[src/rtl/core/vas_pkg.sv]
// ----------------------------------------------------------------------------
// vas_pkg: shared types, constants and helpers for the voice allocator
// Voice table entry, command item, configuration bundle, note folding and
// stack count.
// ----------------------------------------------------------------------------
package vas_pkg;

  localparam int VOICES     = 16;
  localparam int VW         = (VOICES > 1) ? $clog2(VOICES) : 1;
  localparam int CNT_W      = 5;
  localparam int ADDR_W     = 4;
  localparam int TOP_NOTE   = 89;
  localparam int OCTAVE     = 12;
  localparam int LOW_CAP    = 78;
  localparam int FOLD_STEPS = 6;

  localparam logic [7:0] FREE_NOTE = 8'hFF;

  typedef enum logic [1:0] {
    REQ_ON     = 2'd0,
    REQ_OFF    = 2'd1,
    REQ_ALLOFF = 2'd2,
    REQ_NONE   = 2'd3
  } req_kind_t;

  typedef enum logic [1:0] {
    CMD_START = 2'd0,
    CMD_STOP  = 2'd1,
    CMD_FWD   = 2'd2
  } cmd_kind_t;

  typedef enum logic [1:0] {
    REG_STACK_EN = 2'd0,
    REG_TIERS    = 2'd1,
    REG_STEAL    = 2'd2,
    REG_LOWEST   = 2'd3
  } reg_idx_t;

  typedef enum logic [1:0] {
    ST_IDLE,
    ST_SCAN,
    ST_FWD,
    ST_FLUSH
  } state_t;

  typedef enum logic [1:0] {
    PASS_FILL,
    PASS_STEAL,
    PASS_OFF,
    PASS_ALLOFF
  } pass_t;

  typedef struct packed {
    logic [7:0]  note;
    logic [3:0]  ch;
    logic [31:0] age;
  } voice_t;

  typedef struct packed {
    logic [1:0] kind;
    logic [3:0] vidx;
    logic [6:0] note;
    logic [3:0] ch;
    logic [6:0] vel;
    logic       last;
  } cmd_t;

  typedef struct packed {
    logic       stack_enable;
    logic [2:0] velocity_tiers;
    logic       steal_oldest;
    logic [6:0] lowest_note;
  } cfg_t;

  // raise one octave, then fold by octaves into lowest..TOP_NOTE, lowest capped at LOW_CAP
  function automatic logic [6:0] fold_note(input logic [6:0] n, input logic [6:0] lowest);
    logic [7:0] lo;
    logic [7:0] t;
    lo = (lowest > 7'(LOW_CAP)) ? 8'(LOW_CAP) : {1'b0, lowest};
    t  = {1'b0, n} + 8'(OCTAVE);
    for (int i = 0; i < FOLD_STEPS; i++) begin
      if (t > 8'(TOP_NOTE)) begin
        t = t - 8'(OCTAVE);
      end else if (t < lo) begin
        t = t + 8'(OCTAVE);
      end
    end
    return t[6:0];
  endfunction

  function automatic logic [CNT_W-1:0] stack_count(input logic en, input logic [2:0] tiers,
                                                   input logic [6:0] n, input logic [6:0] vel);
    logic [2:0] c;
    logic [2:0] f;
    logic [5:0] p;
    case (tiers)
      3'd4:    c = (vel < 7'd60) ? 3'd1 : (vel < 7'd80) ? 3'd2 : (vel < 7'd105) ? 3'd3 : 3'd4;
      3'd3:    c = (vel < 7'd80) ? 3'd1 : (vel < 7'd100) ? 3'd2 : 3'd3;
      3'd2:    c = (vel < 7'd90) ? 3'd1 : 3'd2;
      default: c = 3'd1;
    endcase
    f = (n > 7'd73) ? 3'd4 : (n > 7'd64) ? 3'd3 : (n > 7'd48) ? 3'd2 : 3'd1;
    p = {3'b0, c} * {3'b0, f};
    if (!en) begin
      p = 6'd1;
    end
    return p[CNT_W-1:0];
  endfunction

endpackage

[src/rtl/core/vas_req_if.sv]
// ----------------------------------------------------------------------------
// vas_req_if: MIDI event channel
// Valid/ready handshake carrying one event item.
// ----------------------------------------------------------------------------
interface vas_req_if;
  logic       valid;
  logic       ready;
  logic [1:0] req_type;
  logic [3:0] channel;
  logic [6:0] note;
  logic [6:0] velocity;

  modport source (output valid, req_type, channel, note, velocity, input ready);
  modport sink   (input valid, req_type, channel, note, velocity, output ready);
endinterface

[src/rtl/core/vas_cmd_if.sv]
// ----------------------------------------------------------------------------
// vas_cmd_if: voice command channel
// Valid/ready handshake carrying one command item.
// ----------------------------------------------------------------------------
interface vas_cmd_if;
  logic       valid;
  logic       ready;
  logic [1:0] cmd_kind;
  logic [3:0] voice_index;
  logic [6:0] out_note;
  logic [3:0] out_channel;
  logic [6:0] out_velocity;
  logic       last;

  modport source (output valid, cmd_kind, voice_index, out_note, out_channel, out_velocity,
                  last, input ready);
  modport sink   (input valid, cmd_kind, voice_index, out_note, out_channel, out_velocity,
                  last, output ready);
endinterface

[src/rtl/core/voice_allocator_with_stealing_top.sv]
// ----------------------------------------------------------------------------
// voice_allocator_with_stealing_top: polyphonic voice allocator
// Each accepted event rotates the whole voice ring past the head, one cell per
// cycle unless the output stalls; each stolen voice adds another full pass and
// each forwarded note-on adds one command item. A new event is accepted only in
// idle, once the last command item of the previous event has reached the output
// register; an ignored request is accepted and dropped.
// Reset: all voices free, ages and start counter zero, registers at defaults;
// no clearing pass.
// ----------------------------------------------------------------------------
module voice_allocator_with_stealing_top (
  input  logic                       clk,
  input  logic                       rst,
  vas_req_if.sink                    req,
  vas_cmd_if.source                  cmd,
  input  logic                       psel,
  input  logic                       penable,
  input  logic                       pwrite,
  input  logic [vas_pkg::ADDR_W-1:0] paddr,
  input  logic [31:0]                pwdata,
  output logic [31:0]                prdata,
  output logic                       pready
);
  import vas_pkg::*;

  cfg_t   cfg;
  voice_t ring [VOICES];
  voice_t wb;
  logic   shift;

  vas_cfg u_cfg (
    .clk     (clk),
    .rst     (rst),
    .psel    (psel),
    .penable (penable),
    .pwrite  (pwrite),
    .paddr   (paddr),
    .pwdata  (pwdata),
    .prdata  (prdata),
    .pready  (pready),
    .cfg     (cfg)
  );

  for (genvar k = 0; k < VOICES; k++) begin : g_ring
    if (k == VOICES - 1) begin : g_tail
      vas_cell u_cell (.clk(clk), .rst(rst), .shift(shift), .din(wb), .q(ring[k]));
    end else begin : g_mid
      vas_cell u_cell (.clk(clk), .rst(rst), .shift(shift), .din(ring[k+1]), .q(ring[k]));
    end
  end

  vas_ctrl u_ctrl (
    .clk   (clk),
    .rst   (rst),
    .cfg   (cfg),
    .req   (req),
    .cmd   (cmd),
    .head  (ring[0]),
    .wb    (wb),
    .shift (shift)
  );

endmodule

[src/rtl/core/vas_cell.sv]
// ----------------------------------------------------------------------------
// vas_cell: one voice slot of the rotating voice ring
// Holds note, channel and age stamp; loads its neighbor's entry (the tail: the rewritten head entry) on shift.
// ----------------------------------------------------------------------------
module vas_cell (
  input  logic            clk,
  input  logic            rst,
  input  logic            shift,
  input  vas_pkg::voice_t din,
  output vas_pkg::voice_t q
);
  import vas_pkg::*;

  always_ff @(posedge clk) begin
    if (rst) begin
      q <= '{note: FREE_NOTE, ch: 4'd0, age: 32'd0};
    end else if (shift) begin
      q <= din;
    end
  end

endmodule

[src/rtl/core/vas_cfg.sv]
// ----------------------------------------------------------------------------
// vas_cfg: configuration registers
// APB-style register file; writes complete in the access cycle.
// ----------------------------------------------------------------------------
module vas_cfg (
  input  logic                      clk,
  input  logic                      rst,
  input  logic                      psel,
  input  logic                      penable,
  input  logic                      pwrite,
  input  logic [vas_pkg::ADDR_W-1:0] paddr,
  input  logic [31:0]               pwdata,
  output logic [31:0]               prdata,
  output logic                      pready,
  output vas_pkg::cfg_t             cfg
);
  import vas_pkg::*;

  reg_idx_t idx;
  logic     wr;

  assign pready = 1'b1;
  assign idx    = reg_idx_t'(paddr[3:2]);
  assign wr     = psel && penable && pwrite && pready;

  always_ff @(posedge clk) begin
    if (rst) begin
      cfg <= '{stack_enable: 1'b1, velocity_tiers: 3'd1, steal_oldest: 1'b1,
               lowest_note: 7'd30};
    end else if (wr) begin
      unique case (idx)
        REG_STACK_EN: cfg.stack_enable   <= pwdata[0];
        REG_TIERS:    cfg.velocity_tiers <= pwdata[2:0];
        REG_STEAL:    cfg.steal_oldest   <= pwdata[0];
        REG_LOWEST:   cfg.lowest_note    <= pwdata[6:0];
      endcase
    end
  end

  always_comb begin
    unique case (idx)
      REG_STACK_EN: prdata = {31'd0, cfg.stack_enable};
      REG_TIERS:    prdata = {29'd0, cfg.velocity_tiers};
      REG_STEAL:    prdata = {31'd0, cfg.steal_oldest};
      REG_LOWEST:   prdata = {25'd0, cfg.lowest_note};
    endcase
  end

endmodule

[src/rtl/core/vas_ctrl.sv]
// ----------------------------------------------------------------------------
// vas_ctrl: event sequencer at the head of the voice ring
// Rewrites the entry passing the ring head, tracks the oldest voice, and
// queues command items through a pending stage and an output register.
// ----------------------------------------------------------------------------
module vas_ctrl (
  input  logic            clk,
  input  logic            rst,
  input  vas_pkg::cfg_t   cfg,
  vas_req_if.sink         req,
  vas_cmd_if.source       cmd,
  input  vas_pkg::voice_t head,
  output vas_pkg::voice_t wb,
  output logic            shift
);
  import vas_pkg::*;

  state_t           state, state_next;
  pass_t            pass, pass_next;
  logic [VW-1:0]    pos, pos_next;
  logic [VW-1:0]    target, target_next;
  logic [CNT_W-1:0] cnt, cnt_next;
  logic [31:0]      counter, counter_next;
  logic [31:0]      best_age, best_age_next;
  logic [VW-1:0]    best_idx, best_idx_next;
  logic [3:0]       ev_ch, ev_ch_next;
  logic [6:0]       ev_note, ev_note_next;
  logic [6:0]       ev_vel, ev_vel_next;
  logic [6:0]       ev_fold, ev_fold_next;
  cmd_t             pend, pend_next;
  logic             pend_v, pend_v_next;
  cmd_t             outr, outr_next;
  logic             out_v, out_v_next;
  logic             gen;
  cmd_t             gen_cmd;
  logic             out_free;
  logic             adv;

  always_ff @(posedge clk) begin
    if (rst) begin
      state   <= ST_IDLE;
      pass    <= PASS_FILL;
      pos     <= '0;
      cnt     <= '0;
      counter <= 32'd0;
      pend_v  <= 1'b0;
      out_v   <= 1'b0;
    end else begin
      state   <= state_next;
      pass    <= pass_next;
      pos     <= pos_next;
      cnt     <= cnt_next;
      counter <= counter_next;
      pend_v  <= pend_v_next;
      out_v   <= out_v_next;
    end
  end

  always_ff @(posedge clk) begin
    target   <= target_next;
    best_age <= best_age_next;
    best_idx <= best_idx_next;
    ev_ch    <= ev_ch_next;
    ev_note  <= ev_note_next;
    ev_vel   <= ev_vel_next;
    ev_fold  <= ev_fold_next;
    pend     <= pend_next;
    outr     <= outr_next;
  end

  always_comb begin
    state_next    = state;
    pass_next     = pass;
    pos_next      = pos;
    target_next   = target;
    cnt_next      = cnt;
    counter_next  = counter;
    best_age_next = best_age;
    best_idx_next = best_idx;
    ev_ch_next    = ev_ch;
    ev_note_next  = ev_note;
    ev_vel_next   = ev_vel;
    ev_fold_next  = ev_fold;
    pend_next     = pend;
    pend_v_next   = pend_v;
    outr_next     = outr;
    wb            = head;
    shift         = 1'b0;
    gen           = 1'b0;
    gen_cmd       = '0;
    req.ready     = (state == ST_IDLE);
    out_free      = !out_v || cmd.ready;
    adv           = !pend_v || out_free;
    out_v_next    = out_v && !cmd.ready;

    unique case (state)
      ST_IDLE: begin
        if (req.valid) begin
          ev_ch_next   = req.channel;
          ev_note_next = req.note;
          ev_vel_next  = req.velocity;
          ev_fold_next = fold_note(req.note, cfg.lowest_note);
          pos_next     = '0;
          cnt_next     = stack_count(cfg.stack_enable, cfg.velocity_tiers, req.note,
                                     req.velocity);
          unique case (req_kind_t'(req.req_type))
            REQ_ON: begin
              state_next = ST_SCAN;
              pass_next  = PASS_FILL;
            end
            REQ_OFF: begin
              state_next = ST_SCAN;
              pass_next  = PASS_OFF;
            end
            REQ_ALLOFF: begin
              state_next = ST_SCAN;
              pass_next  = PASS_ALLOFF;
            end
            REQ_NONE: state_next = ST_IDLE;
          endcase
        end
      end

      ST_SCAN: begin
        if (adv) begin
          shift = 1'b1;
          unique case (pass)
            PASS_FILL: begin
              if (head.note == FREE_NOTE && cnt != '0) begin
                wb           = '{note: {1'b0, ev_fold}, ch: ev_ch, age: counter};
                gen          = 1'b1;
                gen_cmd.kind = CMD_START;
                gen_cmd.note = ev_fold;
                cnt_next     = cnt - 1'b1;
                counter_next = counter + 32'd1;
              end
            end
            PASS_STEAL: begin
              if (pos == target) begin
                wb           = '{note: {1'b0, ev_fold}, ch: ev_ch, age: counter};
                gen          = 1'b1;
                gen_cmd.kind = CMD_START;
                gen_cmd.note = ev_fold;
                cnt_next     = cnt - 1'b1;
                counter_next = counter + 32'd1;
              end
            end
            PASS_OFF: begin
              if (head.note == {1'b0, ev_fold} && head.ch == ev_ch) begin
                wb           = '{note: FREE_NOTE, ch: 4'd0, age: head.age};
                gen          = 1'b1;
                gen_cmd.kind = CMD_STOP;
                gen_cmd.note = ev_fold;
              end
            end
            PASS_ALLOFF: begin
              if (head.note != FREE_NOTE && head.ch == ev_ch) begin
                wb           = '{note: FREE_NOTE, ch: 4'd0, age: head.age};
                gen          = 1'b1;
                gen_cmd.kind = CMD_STOP;
                gen_cmd.note = head.note[6:0];
              end
            end
          endcase
          gen_cmd.vidx = 4'(pos);

          // oldest voice over the updated entries, lowest index on ties
          if (pos == '0 || wb.age < best_age) begin
            best_age_next = wb.age;
            best_idx_next = pos;
          end

          if (pos == VW'(VOICES - 1)) begin
            pos_next = '0;
            if ((pass == PASS_FILL || pass == PASS_STEAL) && cnt_next != '0) begin
              if (cfg.steal_oldest) begin
                pass_next   = PASS_STEAL;
                target_next = best_idx_next;
              end else begin
                state_next = ST_FWD;
              end
            end else begin
              state_next = ST_FLUSH;
            end
          end else begin
            pos_next = pos + 1'b1;
          end
        end
      end

      ST_FWD: begin
        if (adv) begin
          gen          = 1'b1;
          gen_cmd.kind = CMD_FWD;
          gen_cmd.note = ev_note;
          gen_cmd.ch   = ev_ch;
          gen_cmd.vel  = ev_vel;
          cnt_next     = cnt - 1'b1;
          if (cnt == CNT_W'(1)) begin
            state_next = ST_FLUSH;
          end
        end
      end

      ST_FLUSH: begin
        if (!pend_v) begin
          state_next = ST_IDLE;
        end else if (out_free) begin
          outr_next      = pend;
          outr_next.last = 1'b1;
          out_v_next     = 1'b1;
          pend_v_next    = 1'b0;
          state_next     = ST_IDLE;
        end
      end
    endcase

    // a new item pushes the pending one out; last is known only at the end
    if (gen) begin
      if (pend_v) begin
        outr_next  = pend;
        out_v_next = 1'b1;
      end
      pend_next   = gen_cmd;
      pend_v_next = 1'b1;
    end
  end

  assign cmd.valid        = out_v;
  assign cmd.cmd_kind     = outr.kind;
  assign cmd.voice_index  = outr.vidx;
  assign cmd.out_note     = outr.note;
  assign cmd.out_channel  = outr.ch;
  assign cmd.out_velocity = outr.vel;
  assign cmd.last         = outr.last;

  a_idle_no_pending: assert property (@(posedge clk) disable iff (rst)
    state == ST_IDLE |-> !pend_v)
    else $error("pending item left while idle");

  a_steal_has_count: assert property (@(posedge clk) disable iff (rst)
    (state == ST_SCAN && pass == PASS_STEAL && pos == target) || state == ST_FWD
      |-> cnt != '0)
    else $error("steal or forward with zero count");

  a_gen_has_room: assert property (@(posedge clk) disable iff (rst)
    gen |-> (!pend_v || out_free))
    else $error("item generated without room");

  a_ring_aligned: assert property (@(posedge clk) disable iff (rst)
    state != ST_SCAN |-> pos == '0)
    else $error("ring not aligned outside a scan");

endmodule
[src/flat_wrapper.sv]
// flat-port wrapper written by rule: the top's interface ports become plain ports
module voice_allocator_with_stealing_top_flat import vas_pkg::*;
  (clk, rst, psel, penable, pwrite, paddr, pwdata, prdata, pready, req_valid, req_req_type, req_channel, req_note, req_velocity, req_ready, cmd_valid, cmd_cmd_kind, cmd_voice_index, cmd_out_note, cmd_out_channel, cmd_out_velocity, cmd_last, cmd_ready);
  vas_req_if req_i ();
  vas_cmd_if cmd_i ();
  input  logic clk;
  input  logic rst;
  input  logic psel;
  input  logic penable;
  input  logic pwrite;
  input  logic [vas_pkg::ADDR_W-1:0] paddr;
  input  logic [31:0] pwdata;
  output logic [31:0] prdata;
  output logic pready;
  input wire logic [$bits(req_i.valid)-1:0] req_valid;
  input wire logic [$bits(req_i.req_type)-1:0] req_req_type;
  input wire logic [$bits(req_i.channel)-1:0] req_channel;
  input wire logic [$bits(req_i.note)-1:0] req_note;
  input wire logic [$bits(req_i.velocity)-1:0] req_velocity;
  output wire logic [$bits(req_i.ready)-1:0] req_ready;
  output wire logic [$bits(cmd_i.valid)-1:0] cmd_valid;
  output wire logic [$bits(cmd_i.cmd_kind)-1:0] cmd_cmd_kind;
  output wire logic [$bits(cmd_i.voice_index)-1:0] cmd_voice_index;
  output wire logic [$bits(cmd_i.out_note)-1:0] cmd_out_note;
  output wire logic [$bits(cmd_i.out_channel)-1:0] cmd_out_channel;
  output wire logic [$bits(cmd_i.out_velocity)-1:0] cmd_out_velocity;
  output wire logic [$bits(cmd_i.last)-1:0] cmd_last;
  input wire logic [$bits(cmd_i.ready)-1:0] cmd_ready;
  assign req_i.valid = req_valid;
  assign req_i.req_type = req_req_type;
  assign req_i.channel = req_channel;
  assign req_i.note = req_note;
  assign req_i.velocity = req_velocity;
  assign req_ready = req_i.ready;
  assign cmd_valid = cmd_i.valid;
  assign cmd_cmd_kind = cmd_i.cmd_kind;
  assign cmd_voice_index = cmd_i.voice_index;
  assign cmd_out_note = cmd_i.out_note;
  assign cmd_out_channel = cmd_i.out_channel;
  assign cmd_out_velocity = cmd_i.out_velocity;
  assign cmd_last = cmd_i.last;
  assign cmd_i.ready = cmd_ready;
  voice_allocator_with_stealing_top u_core (.clk(clk), .rst(rst), .req(req_i), .cmd(cmd_i), .psel(psel), .penable(penable), .pwrite(pwrite), .paddr(paddr), .pwdata(pwdata), .prdata(prdata), .pready(pready));
endmodule
[config.mk]
export PLATFORM = sky130hd
export DESIGN_NAME = voice_allocator_with_stealing_top_flat
export DESIGN_NICKNAME = d
export VERILOG_FILES = /design/src/rtl/core/vas_pkg.sv /design/src/rtl/core/vas_req_if.sv /design/src/rtl/core/vas_cmd_if.sv /design/src/rtl/core/voice_allocator_with_stealing_top.sv /design/src/rtl/core/vas_cell.sv /design/src/rtl/core/vas_cfg.sv /design/src/rtl/core/vas_ctrl.sv /design/src/flat_wrapper.sv
export SDC_FILE = /design/constraint.sdc
export NUM_CORES = 2
export LEC_CHECK = 0
export ABC_AREA = 1
export BUFFER_PORTS_ARGS = -buffer_cell sky130_fd_sc_hd__buf_4
export CAP_MARGIN = 20
export CORE_ASPECT_RATIO = 0.9
export CORE_UTILIZATION = 45
export DETAILED_ROUTE_END_ITERATION = 8
export PLACE_DENSITY_LB_ADDON = 0.3
export SETUP_SLACK_MARGIN = 0.5
export SLEW_MARGIN = 20
export SYNTH_ARGS = -nofsm -noshare
export SYNTH_HDL_FRONTEND = slang
export SYNTH_SLANG_ARGS = --single-unit
[constraint.sdc]
create_clock -name clk -period 14.7 [get_ports clk]
set_input_delay 2.94 -clock clk [delete_from_list [all_inputs] [get_ports clk]]
set_output_delay 2.94 -clock clk [all_outputs]
set_load 0.1 [all_outputs]
==> summary.txt <==
Outcome
  – Status: finished, final reports clean

Logic synthesis
  – Avg Inst Size Synth: 7.77 µm²
  – Post-synthesis mux area share: 0%
  – Post-synth top area cell: dfxtp_1
  – Main combinational cell family by area after synthesis: simple AND/OR/NAND/NOR gates
  – Yosys top cell area share: 42.4%
  – Synth Cell Area: 0.0360 mm²
  – Synthesized flop and latch total: 875
  – Gate Count Post-Synth: 4,637
  – Xor/xnor share of the synthesized area: 0.966%
  – Most frequent cell after synthesis: nor2_1
  – Top post-synthesis cells by count: nor2_1 (1,231), dfxtp_1 (763), o21ai_0 (700)
  – Synth cell types: 59
  – Yosys warning count: 0
  – Post-synth EDFFs: 112
  – Register area share after synthesis: 51.7%
  – Fraction of the mapped netlist area in adder cells: 3.48%
  – Post-synth ARST share: 0%
  – Synth Area in Compound Gates: 13.6%
  – Post-synthesis simple-gate area fraction: 23.7%
  – Dominant cells by area after synthesis: dfxtp_1 (42%), nor2_1 (13%), o21ai_0 (9.7%), edfxtp_1 (9.3%), nand2_1 (5.8%)
  – Main synth FF type: dfxtp_1

Pwr
  – P_leak: 17.0 nW
  – Pwr dens: 258 mW/mm²
  – VDD IR max: 227 µV

GRT
  – Largest net degree at the start of global routing: 284
  – Vias in the first global route: 25,100
  – Global route overflow: 0
  – GRT Total Usage: 17.2%
  – Wire length of the first global-routing pass: 121 mm
  – Initial antenna violation count: 0

Timing
  – Fmax: 0.0777 GHz
  – TNS Setup: 0 ns
  – Hold Vio Cnt, Final: 0
  – Final hold slack: 0.452 ns
  – RSZ-0062 raised after global routing: false
  – Final worst path period share: 87.5%
  – Pins Over Slew Limit: 0
  – Final setup violation count: 0
  – Max-Slew Margin vs Limit: 27.2%
  – Tmin final: 12.87 ns
  – Slew of the pin with the lowest slew margin: 1.09 ns
  – Final Skew: 0.0254 ns

CTS
  – TritonCTS clock tree: built
  – Post-CTS Setup Inserts: 0
  – H-tree depth: 3
  – Clock transition at path regs: 0.06 ns
  – Clock sink count: 875
  – Total CTS buffers: 90
  – Clock buffer depth: 3
  – Clock root buffer: clkbuf_16
  – Clk_lat worst skew: 0.64 ns

Floorplan
  – Die Y: 270 µm
  – Top Ports: 123
  – Die Wd: 300 µm
  – Core area: 0.0793 mm²
  – Row count: 98
  – Die Area: 0.0812 mm²
  – Initial Utilization: 45.4%

Detailed routing
  – Vias: 28,300
  – Antenna viol nets, final: 0
  – Met2 routed WL: 30.1 mm
  – Residual DRC count: 0
  – First-pass iteration count of the detailed router: 5
  – First DRT Iteration DRCs: 2,495
  – Vias per inst: 4.98
  – Met3 WL: 2.87 mm
  – WL/cell: 12.5 µm
  – Drt total wl: 71.3 mm
  – Uppermost layer routed: met4
  – DRT met1 WL: 36.7 mm

Final layout
  – Antenna fix cells: 0
  – Syn-to-layout area delta: 11.7%
  – Non-Filler Instances: 5,679
  – Layout cells sized above 1: 7.22%
  – Layout Nets: 4,717

Hold path
  – Hold Path Class: reg2reg

Setup path
  – Worst path slowest cell: nor3_1
  – WP buf/inv: 15
  – Startpoint Class: primary input
  – Critical Path RT: 15.08 ns
  – Crit Path Class: in2reg
  – Max FO, Critical Path: 9
  – Worst setup EP type: register
  – Arrival time worst endpoint: 13.24 ns
  – CP dominant cell by count: nand2_1
  – Largest stage delay on the critical path: 0.48 ns
  – CP top delay family: simple AND/OR/NAND/NOR gates

Place
  – DP Cell Count: 5,512
  – Port buffer count: 69
  – DP Wirelength: 41.4 mm
  – Routability Congestion: 0.862

Flow run
  – Maxcap violations: 0
cell type report:
type | count | area [µm²]
Multi-Input combinational cell | 3190 | 15200
Inverter | 313 | 1190
Clock buffer | 126 | 2710
Fill cell | 7508 | 39100
Clock inverter | 40 | 492
Sequential cell | 875 | 18600
Tap cell | 1050 | 1310
Timing Repair Buffer | 85 | 721
path summary, 6_finish.rpt:
| kind | start | endpoint | slack [ns] | cells after the start |
|---|---|---|---|---|
| worst min register to register | u_core.g_ring[9].g_mid.u_cell.q[43] | u_core.g_ring[8].g_mid.u_cell.q[43] | 0.45 | 2 |
| worst max register to register | u_core.u_cfg.cfg[4] | u_core.u_ctrl.ev_fold[3] | 3.83 | 64 |
| worst max-delay path | req_note[2] | u_core.u_ctrl.ev_fold[3] | 1.83 | 68 |
| worst min-delay path | u_core.g_ring[9].g_mid.u_cell.q[43] | u_core.g_ring[8].g_mid.u_cell.q[43] | 0.45 | 2 |
kinds of logic after synthesis:
| kind of cell | after synthesis |
|---|---|
| AO/OA/AOI/OAI | 921 |
| adder cells (fa/ha/maj) | 99 |
| buffers and inverters | 596 |
| XOR/XNOR | 38 |
| flip-flops | 875 |
| AND/OR/NAND/NOR | 2106 |
| other | 2 |
registers in the layout, indices dropped and copies added, names as in the netlist, named ones only:
register,flops
u_core.g_ring.g_mid.u_cell.q,660
u_core.g_ring.g_tail.u_cell.q,44
u_core.u_cfg.cfg,12
u_core.u_ctrl.best_age,32
u_core.u_ctrl.best_idx,4
u_core.u_ctrl.cmd.valid,1
u_core.u_ctrl.cnt,5
u_core.u_ctrl.counter,32
u_core.u_ctrl.ev_ch,4
u_core.u_ctrl.ev_fold,5
u_core.u_ctrl.ev_note,7
u_core.u_ctrl.ev_vel,7
u_core.u_ctrl.pass,2
u_core.u_ctrl.pend,24
u_core.u_ctrl.pend_v,1
u_core.u_ctrl.pos,4
u_core.u_ctrl.state,2
u_core.u_ctrl.target,4
through the flow:
step | setup WS, ns | power (mW) | util (%) | cell area, µm²
2_1_floorplan | 2.42 | 7.08 | - | 36100
4_1_cts | 1.62 | 10.5 | 50.7 | 40200
3_5_place_dp | 1.01 | 8.03 | 46.6 | 37000
5_1_grt | 0.762 | 11.4 | 50.7 | 40200
6_report | 1.83 | 10.4 | 50.7 | 40200
3_3_place_gp | 1.14 | 7.99 | 46.6 | 37000
worst reg2reg max path: cells and delay by family, from the launching register on:
family / cells / cell delay (ns)
fa+ha+maj: 6 / 1.88
flops: 1 / 0.33
xor+xnor: 2 / 0.32
compound gates: 20 / 3.15
simple gates: 26 / 3.74
buf+inv: 10 / 1.19
power breakdown:
group	total [mW]	switching (mW)	internal (mW)	leakage [nW]
registers	3.58	0.332	3.25	7.33
clock network	2.40	0.947	1.45	1.59
logic	4.41	2.92	1.49	8.12
total	10.4	4.20	6.19	17.0
cells in the final DEF (no fill, tap or decap), types with 9 or more instances in the layout:
cell type,synthesis,final
a211oi_1,13,13
a21oi_1,102,102
a31oi_1,11,11
buf_4,26,79
bufinv_16,0,9
clkbuf_16,0,94
clkbuf_8,0,23
clkinv_2,1,20
conb_1,2,26
dfxtp_1,763,763
edfxtp_1,112,112
ha_1,97,97
inv_1,294,292
inv_2,17,17
nand2_1,560,558
nand2_2,23,24
nand2_4,12,13
nand3_1,198,198
nand4_1,17,17
nor2_1,1231,1230
nor3_1,29,28
o211ai_1,17,17
o21ai_0,700,700
o22ai_1,18,18
o31ai_1,10,10
xor2_1,28,28
per-layer routing:
| metal | track usage [%] | vias up |
|---|---|---|
| li1 | - | 14800 |
| met1 | 25.8 | 13000 |
| met2 | 25.3 | 405 |
| met3 | 2.95 | 102 |
| met4 | 4.62 | 0 |
| met5 | 0 | - |
timing repair:
action                     CTS  global route
hold buffers                 0             0
gates resized for setup      0             1
hold endpoints to repair     0             0
setup endpoints to repair    0             1
(Power assumes the default switching activity.)
